## config.mk

```make
export PLATFORM = sky130hd
export DESIGN_NAME = crc16_frame_deframer
export DESIGN_NICKNAME = d
export VERILOG_FILES = /design/src/crcdf_pkg.sv /design/src/crcdf_dpath.sv /design/src/crcdf_ctrl.sv /design/src/crc16_frame_deframer.sv
export SDC_FILE = /design/constraint.sdc
export NUM_CORES = 1
export LEC_CHECK = 0
export ABC_AREA = 1
export BUFFER_PORTS_ARGS = -buffer_cell sky130_fd_sc_hd__buf_2
export CAP_MARGIN = 30
export CORE_ASPECT_RATIO = 1.1
export CORE_UTILIZATION = 35
export DETAILED_ROUTE_END_ITERATION = 16
export HOLD_SLACK_MARGIN = 0.15
export SLEW_MARGIN = 15
export SYNTH_ARGS = -nofsm -noshare
export SYNTH_HDL_FRONTEND = slang
export SYNTH_HIERARCHICAL = 1
export SYNTH_SLANG_ARGS = --single-unit
```

## constraint.sdc

```tcl
create_clock -name aclk -period 8.65 [get_ports aclk]
set_input_delay 0.865 -clock aclk [delete_from_list [all_inputs] [get_ports aclk]]
set_output_delay 0.865 -clock aclk [all_outputs]
set_load 0.01 [all_outputs]
```

## src/crcdf_pkg.sv

```systemverilog
// shared types, constants and crc function for the crc16 frame deframer
package crcdf_pkg;

    localparam int MAX_PAYLOAD = 64;
    localparam int HDR_BYTES   = 6;
    localparam int PAY_AW      = $clog2(MAX_PAYLOAD);
    localparam int HDR_AW      = $clog2(HDR_BYTES);

    localparam logic [15:0] CRC_INIT = 16'hFFFF;
    localparam logic [15:0] CRC_POLY = 16'hA001;

    // configuration register indexes
    typedef enum logic [1:0] {
        REG_START_ONE = 2'd0,
        REG_START_TWO = 2'd1,
        REG_VERSION   = 2'd2
    } reg_idx_t;

    // result status codes
    typedef enum logic [1:0] {
        ST_OK          = 2'd0,
        ST_BAD_VERSION = 2'd1,
        ST_BAD_LENGTH  = 2'd2,
        ST_BAD_CRC     = 2'd3
    } frame_status_t;

    // what the output register is loaded with
    typedef enum logic [1:0] {
        OUT_ERR,
        OUT_EMPTY,
        OUT_PAYLOAD
    } out_sel_t;

    typedef enum logic [3:0] {
        S_HUNT,
        S_SYNC,
        S_HDR,
        S_PAY,
        S_CRC_LO,
        S_CRC_HI,
        S_EMIT_RD,
        S_EMIT_LD
    } state_t;

    typedef struct packed {
        logic [7:0] start_one;
        logic [7:0] start_two;
        logic [7:0] version;
    } cfg_t;

    typedef struct packed {
        logic          cnt_clr;
        logic          cnt_inc;
        logic          crc_init;
        logic          crc_feed;
        logic          hdr_wr;
        logic          plen_load;
        logic          pay_wr;
        logic          crclo_wr;
        logic          rd_issue;
        logic          out_load;
        out_sel_t      out_sel;
        frame_status_t err_code;
    } dp_cmd_t;

    typedef struct packed {
        logic start_one_hit;
        logic start_two_hit;
        logic hdr_last;
        logic ver_ok;
        logic len_ok;
        logic hdr_len_zero;
        logic plen_zero;
        logic cnt_at_end;
        logic crc_ok;
        logic out_free;
    } dp_sts_t;

    // crc-16/modbus update with one byte, reflected
    function automatic logic [15:0] crc16_byte(input logic [15:0] crc, input logic [7:0] b);
        logic [15:0] c;
        c = crc ^ {8'h00, b};
        for (int k = 0; k < 8; k++) begin
            if (c[0]) begin
                c = (c >> 1) ^ CRC_POLY;
            end else begin
                c = c >> 1;
            end
        end
        return c;
    endfunction

endpackage

```

## src/crcdf_dpath.sv

```systemverilog
// datapath: counter, header registers, payload memory, crc and output register
module crcdf_dpath (
    input  logic                    aclk,
    input  logic                    aresetn,
    input  crcdf_pkg::cfg_t         cfg,
    input  crcdf_pkg::dp_cmd_t      cmd,
    output crcdf_pkg::dp_sts_t      sts,
    input  logic [7:0]              rx_byte,
    input  logic                    m_ready,
    output logic                    m_valid,
    output logic [1:0]              m_status,
    output logic [7:0]              m_msg_type,
    output logic [15:0]             m_sequence_res,
    output logic [6:0]              m_pay_len,
    output logic [7:0]              m_payload_byte,
    output logic [5:0]              m_byte_index,
    output logic                    m_last
);
    import crcdf_pkg::*;

    logic [PAY_AW-1:0] cnt_reg;
    logic [15:0]       crc_reg;
    logic [7:0]        hdr_reg [HDR_BYTES];
    logic [6:0]        plen_reg;
    logic [7:0]        crclo_reg;
    logic [7:0]        pay_mem [MAX_PAYLOAD];
    logic [7:0]        rd_data_reg;

    logic              m_valid_reg;
    logic [1:0]        status_reg;
    logic [7:0]        type_reg;
    logic [15:0]       seq_reg;
    logic [6:0]        len_reg;
    logic [7:0]        byte_reg;
    logic [5:0]        index_reg;
    logic              last_reg;

    logic [15:0]       len16;

    assign len16 = {rx_byte, hdr_reg[4]};

    always_comb begin
        sts.start_one_hit = (rx_byte == cfg.start_one);
        sts.start_two_hit = (rx_byte == cfg.start_two);
        sts.hdr_last      = (cnt_reg == PAY_AW'(HDR_BYTES - 1));
        sts.ver_ok        = (hdr_reg[0] == cfg.version);
        sts.len_ok        = (len16 <= 16'(MAX_PAYLOAD));
        sts.hdr_len_zero  = (len16 == 16'd0);
        sts.plen_zero     = (plen_reg == 7'd0);
        sts.cnt_at_end    = ((7'(cnt_reg) + 7'd1) == plen_reg);
        sts.crc_ok        = ({rx_byte, crclo_reg} == crc_reg);
        sts.out_free      = !m_valid_reg || m_ready;
    end

    always_ff @(posedge aclk) begin
        if (!aresetn) begin
            cnt_reg <= '0;
        end else if (cmd.cnt_clr) begin
            cnt_reg <= '0;
        end else if (cmd.cnt_inc) begin
            cnt_reg <= cnt_reg + PAY_AW'(1);
        end
    end

    always_ff @(posedge aclk) begin
        if (!aresetn) begin
            crc_reg <= CRC_INIT;
        end else if (cmd.crc_init) begin
            crc_reg <= CRC_INIT;
        end else if (cmd.crc_feed) begin
            crc_reg <= crc16_byte(crc_reg, rx_byte);
        end
    end

    // payload side registers, no reset
    always_ff @(posedge aclk) begin
        if (cmd.hdr_wr) begin
            hdr_reg[cnt_reg[HDR_AW-1:0]] <= rx_byte;
        end
        if (cmd.plen_load) begin
            plen_reg <= len16[6:0];
        end
        if (cmd.crclo_wr) begin
            crclo_reg <= rx_byte;
        end
    end

    always_ff @(posedge aclk) begin
        if (cmd.pay_wr) begin
            pay_mem[cnt_reg] <= rx_byte;
        end
        if (cmd.rd_issue) begin
            rd_data_reg <= pay_mem[cnt_reg];
        end
    end

    always_ff @(posedge aclk) begin
        if (!aresetn) begin
            m_valid_reg <= 1'b0;
        end else if (cmd.out_load) begin
            m_valid_reg <= 1'b1;
        end else if (m_ready) begin
            m_valid_reg <= 1'b0;
        end
    end

    always_ff @(posedge aclk) begin
        if (cmd.out_load) begin
            case (cmd.out_sel)
                OUT_PAYLOAD: begin
                    status_reg <= ST_OK;
                    type_reg   <= hdr_reg[1];
                    seq_reg    <= {hdr_reg[3], hdr_reg[2]};
                    len_reg    <= plen_reg;
                    byte_reg   <= rd_data_reg;
                    index_reg  <= 6'(cnt_reg);
                    last_reg   <= sts.cnt_at_end;
                end
                OUT_EMPTY: begin
                    status_reg <= ST_OK;
                    type_reg   <= hdr_reg[1];
                    seq_reg    <= {hdr_reg[3], hdr_reg[2]};
                    len_reg    <= 7'd0;
                    byte_reg   <= 8'd0;
                    index_reg  <= 6'd0;
                    last_reg   <= 1'b1;
                end
                default: begin
                    status_reg <= cmd.err_code;
                    type_reg   <= 8'd0;
                    seq_reg    <= 16'd0;
                    len_reg    <= 7'd0;
                    byte_reg   <= 8'd0;
                    index_reg  <= 6'd0;
                    last_reg   <= 1'b1;
                end
            endcase
        end
    end

    assign m_valid        = m_valid_reg;
    assign m_status       = status_reg;
    assign m_msg_type     = type_reg;
    assign m_sequence_res = seq_reg;
    assign m_pay_len      = len_reg;
    assign m_payload_byte = byte_reg;
    assign m_byte_index   = index_reg;
    assign m_last         = last_reg;

endmodule

```

## src/crcdf_ctrl.sv

```systemverilog
// controller: frame parsing state machine
module crcdf_ctrl (
    input  logic                    aclk,
    input  logic                    aresetn,
    input  logic                    s_valid,
    output logic                    s_ready,
    input  crcdf_pkg::dp_sts_t      sts,
    output crcdf_pkg::dp_cmd_t      cmd
);
    import crcdf_pkg::*;

    state_t state_reg;
    state_t state_next;
    logic   accept;

    always_ff @(posedge aclk) begin
        if (!aresetn) begin
            state_reg <= S_HUNT;
        end else begin
            state_reg <= state_next;
        end
    end

    always_comb begin
        state_next   = state_reg;
        cmd          = '0;
        cmd.out_sel  = OUT_ERR;
        cmd.err_code = ST_OK;
        s_ready      = 1'b0;
        accept       = 1'b0;

        case (state_reg)
            S_HUNT: begin
                s_ready = sts.out_free;
                accept  = s_valid && s_ready;
                if (accept && sts.start_one_hit) begin
                    state_next = S_SYNC;
                end
            end
            S_SYNC: begin
                s_ready = sts.out_free;
                accept  = s_valid && s_ready;
                if (accept) begin
                    if (sts.start_two_hit) begin
                        cmd.crc_init = 1'b1;
                        cmd.cnt_clr  = 1'b1;
                        state_next   = S_HDR;
                    end else if (!sts.start_one_hit) begin
                        // not a start byte, so resume hunting
                        state_next = S_HUNT;
                    end
                end
            end
            S_HDR: begin
                s_ready = sts.out_free;
                accept  = s_valid && s_ready;
                if (accept) begin
                    cmd.hdr_wr   = 1'b1;
                    cmd.crc_feed = 1'b1;
                    cmd.cnt_inc  = 1'b1;
                    if (sts.hdr_last) begin
                        if (!sts.ver_ok) begin
                            cmd.out_load = 1'b1;
                            cmd.err_code = ST_BAD_VERSION;
                            state_next   = S_HUNT;
                        end else if (!sts.len_ok) begin
                            cmd.out_load = 1'b1;
                            cmd.err_code = ST_BAD_LENGTH;
                            state_next   = S_HUNT;
                        end else begin
                            cmd.plen_load = 1'b1;
                            cmd.cnt_clr   = 1'b1;
                            state_next    = sts.hdr_len_zero ? S_CRC_LO : S_PAY;
                        end
                    end
                end
            end
            S_PAY: begin
                s_ready = sts.out_free;
                accept  = s_valid && s_ready;
                if (accept) begin
                    cmd.pay_wr   = 1'b1;
                    cmd.crc_feed = 1'b1;
                    cmd.cnt_inc  = 1'b1;
                    if (sts.cnt_at_end) begin
                        state_next = S_CRC_LO;
                    end
                end
            end
            S_CRC_LO: begin
                s_ready = sts.out_free;
                accept  = s_valid && s_ready;
                if (accept) begin
                    cmd.crclo_wr = 1'b1;
                    state_next   = S_CRC_HI;
                end
            end
            S_CRC_HI: begin
                s_ready = sts.out_free;
                accept  = s_valid && s_ready;
                if (accept) begin
                    if (!sts.crc_ok) begin
                        cmd.out_load = 1'b1;
                        cmd.err_code = ST_BAD_CRC;
                        state_next   = S_HUNT;
                    end else if (sts.plen_zero) begin
                        cmd.out_load = 1'b1;
                        cmd.out_sel  = OUT_EMPTY;
                        state_next   = S_HUNT;
                    end else begin
                        cmd.cnt_clr = 1'b1;
                        state_next  = S_EMIT_RD;
                    end
                end
            end
            S_EMIT_RD: begin
                cmd.rd_issue = 1'b1;
                state_next   = S_EMIT_LD;
            end
            S_EMIT_LD: begin
                if (sts.out_free) begin
                    cmd.out_load = 1'b1;
                    cmd.out_sel  = OUT_PAYLOAD;
                    cmd.cnt_inc  = 1'b1;
                    state_next   = sts.cnt_at_end ? S_HUNT : S_EMIT_RD;
                end
            end
            default: begin
                state_next = S_HUNT;
            end
        endcase
    end

    // a result is only loaded into a free output register
    a_load_free: assert property (@(posedge aclk) disable iff (!aresetn)
        cmd.out_load |-> sts.out_free)
        else $error("result loaded over a pending result");

    // every error result ends the frame
    a_err_hunt: assert property (@(posedge aclk) disable iff (!aresetn)
        (cmd.out_load && cmd.out_sel == OUT_ERR) |=> state_reg == S_HUNT)
        else $error("parser did not restart after error result");

    // no input is taken while a payload run is emitted
    a_emit_hold: assert property (@(posedge aclk) disable iff (!aresetn)
        (state_reg == S_EMIT_RD || state_reg == S_EMIT_LD) |-> !s_ready)
        else $error("input accepted during emission");

    // the final emitted byte closes the run
    a_emit_end: assert property (@(posedge aclk) disable iff (!aresetn)
        (state_reg == S_EMIT_LD && cmd.out_load && sts.cnt_at_end) |=> state_reg == S_HUNT)
        else $error("emission ran past payload length");

endmodule

```

## src/crc16_frame_deframer.sv

```systemverilog
// top level of the crc16 framed packet deframer
//
//  channel   dir  handshake           payload
//  s_        in   s_valid / s_ready   s_rx_byte
//  m_        out  m_valid / m_ready   m_status, m_msg_type, m_sequence_res,
//                                     m_pay_len, m_payload_byte,
//                                     m_byte_index, m_last
//  cfg_      in   cfg_wr_en           cfg_index, cfg_wr_data
//
// header, payload and crc bytes are taken one per cycle while the output
// register is free; the crc is updated with a whole header or payload byte in
// the cycle it is accepted; a good frame of n payload bytes emits n results,
// or one empty result if n is 0; no input is taken meanwhile
// synchronous active-low reset returns the parser to hunting and empties the
// output register; configuration goes back to 0xaa, 0x55 and version 1
// a result waiting in the output register holds off input until it is taken
module crc16_frame_deframer (
    input  logic        aclk,
    input  logic        aresetn,
    // received byte requests
    input  logic        s_valid,
    output logic        s_ready,
    input  logic [7:0]  s_rx_byte,
    // result requests
    output logic        m_valid,
    input  logic        m_ready,
    output logic [1:0]  m_status,
    output logic [7:0]  m_msg_type,
    output logic [15:0] m_sequence_res,
    output logic [6:0]  m_pay_len,
    output logic [7:0]  m_payload_byte,
    output logic [5:0]  m_byte_index,
    output logic        m_last,
    // configuration writes
    input  logic        cfg_wr_en,
    input  logic [1:0]  cfg_index,
    input  logic [7:0]  cfg_wr_data
);
    import crcdf_pkg::*;

    // configuration registers
    cfg_t    cfg_reg;
    dp_cmd_t cmd;
    dp_sts_t sts;

    always_ff @(posedge aclk) begin
        if (!aresetn) begin
            cfg_reg.start_one <= 8'hAA;
            cfg_reg.start_two <= 8'h55;
            cfg_reg.version   <= 8'h01;
        end else if (cfg_wr_en) begin
            // writes beyond the register list are dropped
            case (cfg_index)
                REG_START_ONE: cfg_reg.start_one <= cfg_wr_data;
                REG_START_TWO: cfg_reg.start_two <= cfg_wr_data;
                REG_VERSION:   cfg_reg.version   <= cfg_wr_data;
                default: ;
            endcase
        end
    end

    // parsing state machine
    crcdf_ctrl u_ctrl (
        .aclk    (aclk),
        .aresetn (aresetn),
        .s_valid (s_valid),
        .s_ready (s_ready),
        .sts     (sts),
        .cmd     (cmd)
    );

    // counters, stores, crc and output register
    crcdf_dpath u_dpath (
        .aclk           (aclk),
        .aresetn        (aresetn),
        .cfg            (cfg_reg),
        .cmd            (cmd),
        .sts            (sts),
        .rx_byte        (s_rx_byte),
        .m_ready        (m_ready),
        .m_valid        (m_valid),
        .m_status       (m_status),
        .m_msg_type     (m_msg_type),
        .m_sequence_res (m_sequence_res),
        .m_pay_len      (m_pay_len),
        .m_payload_byte (m_payload_byte),
        .m_byte_index   (m_byte_index),
        .m_last         (m_last)
    );

endmodule
```

==> metrics.yaml <==
synthDistinctLibCells: 45
pre_cts_ws_ps: 4414
synth_nets: 2151
synth_top_cell_area_share_pct: 70.43
ff2ff_path_depth: 15
hold_viol: 0
criticalPathCategory: "reg -> reg"
timing.rr.start: "u_dpath/cnt_reg[2]"
initial_core_util_pct: 35.47
synth_seq_cells: 673
vias: 16630
yosysMostFrequentCell: "edfxtp_1"
core_um2: 74880
cts_sinks: 673
fin_tns_setup_ps: 0
die_y_um: 290.9
htree_levels: 3
wl_mm: 68.96
worstMarginPinSlew_ps: 1033
io_buffers: 72
fmax_mhz: 258.0
syn_area_um2: 26560
cts_tree: "built"
synth_edf_count: 623
clockBufferDepth: 3
overflow: 0
cp.arrival_ps: 4380
utilization_pct: 40.35
relSlewSlack_pct: 30.89
die_w_um: 264.7
initialDrtViolationCount: 1920
finalNonFillerCells: 3247
slew_viol_final: 0
cp-end-kind: "flip-flop"
first_global_vias: 16280
yosys_warnings: 6
crit_path_max_incr_delay_ps: 790
wire_per_inst_um: 21.24
final-setup-viol-count: 0
drc_errors: 0
total_power_mw: 7.543
grt_max_degree: 77
min_to: "u_dpath/plen_reg[1]"
ir_worst_vdd_v: 0.0001242
syn_avg_cell_area_um2: 12.50
leakage_nw: 10.70
cts_buffers: 71
postRouteAntennaNets: 0
dp_cells: 3106
max-cap-violations: 0
dieArea_um2: 77000
via_per_inst: 5.122
syn_to_final_growth_pct: 13.76
cpMaxStageDelayCell: "dfxtp_1"
period_minus_slack_ps: 3876
synth_common_cells: "edfxtp_1, nand2_1, nor2_1"
critical-path-top-delay-family: "simple AND/OR/NAND/NOR gates"
drive_above_1_share_pct: 10.96
yosysSeqAreaShare_pct: 74.20
stdcell_area_um2: 30220
grt_pass1_wl_mm: 102.7
reg2reg_slack_ps: 4770
nFillCells: 6984
placed_area_um2: 27940
synth.area.top_cells: "edfxtp_1, nand2_1, dfxtp_1"
fin_skew_ps: 26.30
powerDensity_nw_per_um2: 249.6
cp-start-kind: "flip-flop"
syn_inst: 2125
largest_reg_flops: 512
crit_path_max_fanout: 53
dp_hpwl_mm: 41.47
worstHoldPathCells: 0
clk_pin_slew_ps: 60
outcome: "finished, final reports clean"
setup_ws_ps: 4774
insertion_delay_ps: 630
synthArstFlopShare_pct: 0
synth_top_area_cell: "edfxtp_1"
drt_pre_antenna_iters: 5
cts_resized: 0
finalCritPeriodShare_pct: 44.81
min_path_type: "reg -> reg"
cts_setup_buffers: 0
nets: 2252
cts_hold_buf: 0
worstPathRequired_ps: 9150
r2r-end: "u_ctrl/state_reg[1]"
gp_congestion: 0.8669
hold_start: "u_dpath/hdr_reg[4][1]"
grt_setup_unrepaired: "false"
worst_hold_slack_ps: 450.6
cts_root_buf: "clkbuf_16"
rows: 105
crit_buf_inv: 3
antenna_found_initial: 6
synth_ff_type: "edfxtp_1"
worstPathCellList: "nand2_2 > nor2_4 > buf_4 > inv_2 > o31ai_1 > nand2_1 > xor2_1 > nor2_1 > inv_1 > nand2_1 > nand2_1 > nor2_1 > nand2_2 > nor2_1 > nor2_2"
grt_usage_pct: 17.82
pin_count: 73
==> power breakdown <==
group	switching, mW	internal (mW)	leakage (nW)
registers	0.0659	3.62	6.03
clock network	1.26	1.60	1.07
logic	0.724	0.274	3.60
total	2.05	5.49	10.7
==> per-layer routing <==
metal	share of wire, %	track usage [%]
met2	48	29.22
met3	9.0	3.426
met4	2.5	5.964
met1	41	23.70
met5	0.065	0
==> cell type report <==
type | count | area [um^2] | share of cell area (%)
Clock inverter | 38 | 335.3 | 1.110
Antenna cell | 2 | 5.005 | 0.01656
Timing Repair Buffer | 111 | 648.1 | 2.145
Multi-Input combinational cell | 1220 | 5891 | 19.49
Inverter | 149 | 561.8 | 1.859
Tap cell | 963 | 1205 | 3.988
Clock buffer | 91 | 1862 | 6.162
Sequential cell | 673 | 19710 | 65.23
==> cells in the final DEF (no fill, tap or decap), types with 4 or more instances in the layout <==
cell type,synthesis,layout
inv_1,135,134
o2111ai_1,5,5
dfxtp_1,50,50
xor2_1,19,19
nand2_1,592,592
nor4_1,12,10
nor3_1,5,4
xnor2_1,30,30
inv_2,10,11
clkinv_1,3,16
o211ai_1,6,6
o21ai_1,7,6
a22o_1,16,16
a21oi_1,44,44
clkbuf_1,23,19
nor2_4,3,5
edfxtp_1,623,623
clkbuf_16,0,71
nand2_2,4,4
nor2_2,7,6
clkinv_2,0,15
nand4_1,78,78
buf_2,44,74
nor2_1,182,181
nand3_1,60,60
a22oi_1,62,62
o21ai_0,60,60
nand3b_1,4,4
buf_4,7,36
==> how the worst max path moves through the flow <==
stage / from / to / slack [ps] / depth (start not counted)
floorplan: s_rx_byte[7] / u_dpath/m_byte_index[0] / 4560 / 7
global placement: s_rx_byte[0] / u_dpath/m_msg_type[2] / 4390 / 11
detailed placement: s_rx_byte[0] / u_dpath/m_msg_type[2] / 4410 / 11
CTS: u_dpath/cnt_reg[2] / u_ctrl/state_reg[1] / 4770 / 15
global route: u_dpath/cnt_reg[2] / u_ctrl/state_reg[1] / 4480 / 15
finish: u_dpath/cnt_reg[2] / u_ctrl/state_reg[1] / 4770 / 15
==> cells by family after synthesis <==
group / synth area share (%)
AND/OR/NAND/NOR: 15.20
buffers and inverters: 3.825
AO/OA/AOI/OAI: 4.955
adder cells (fa/ha/maj): 0.1413
XOR/XNOR: 1.677
flip-flops: 74.20
(Power assumes the default switching activity.)
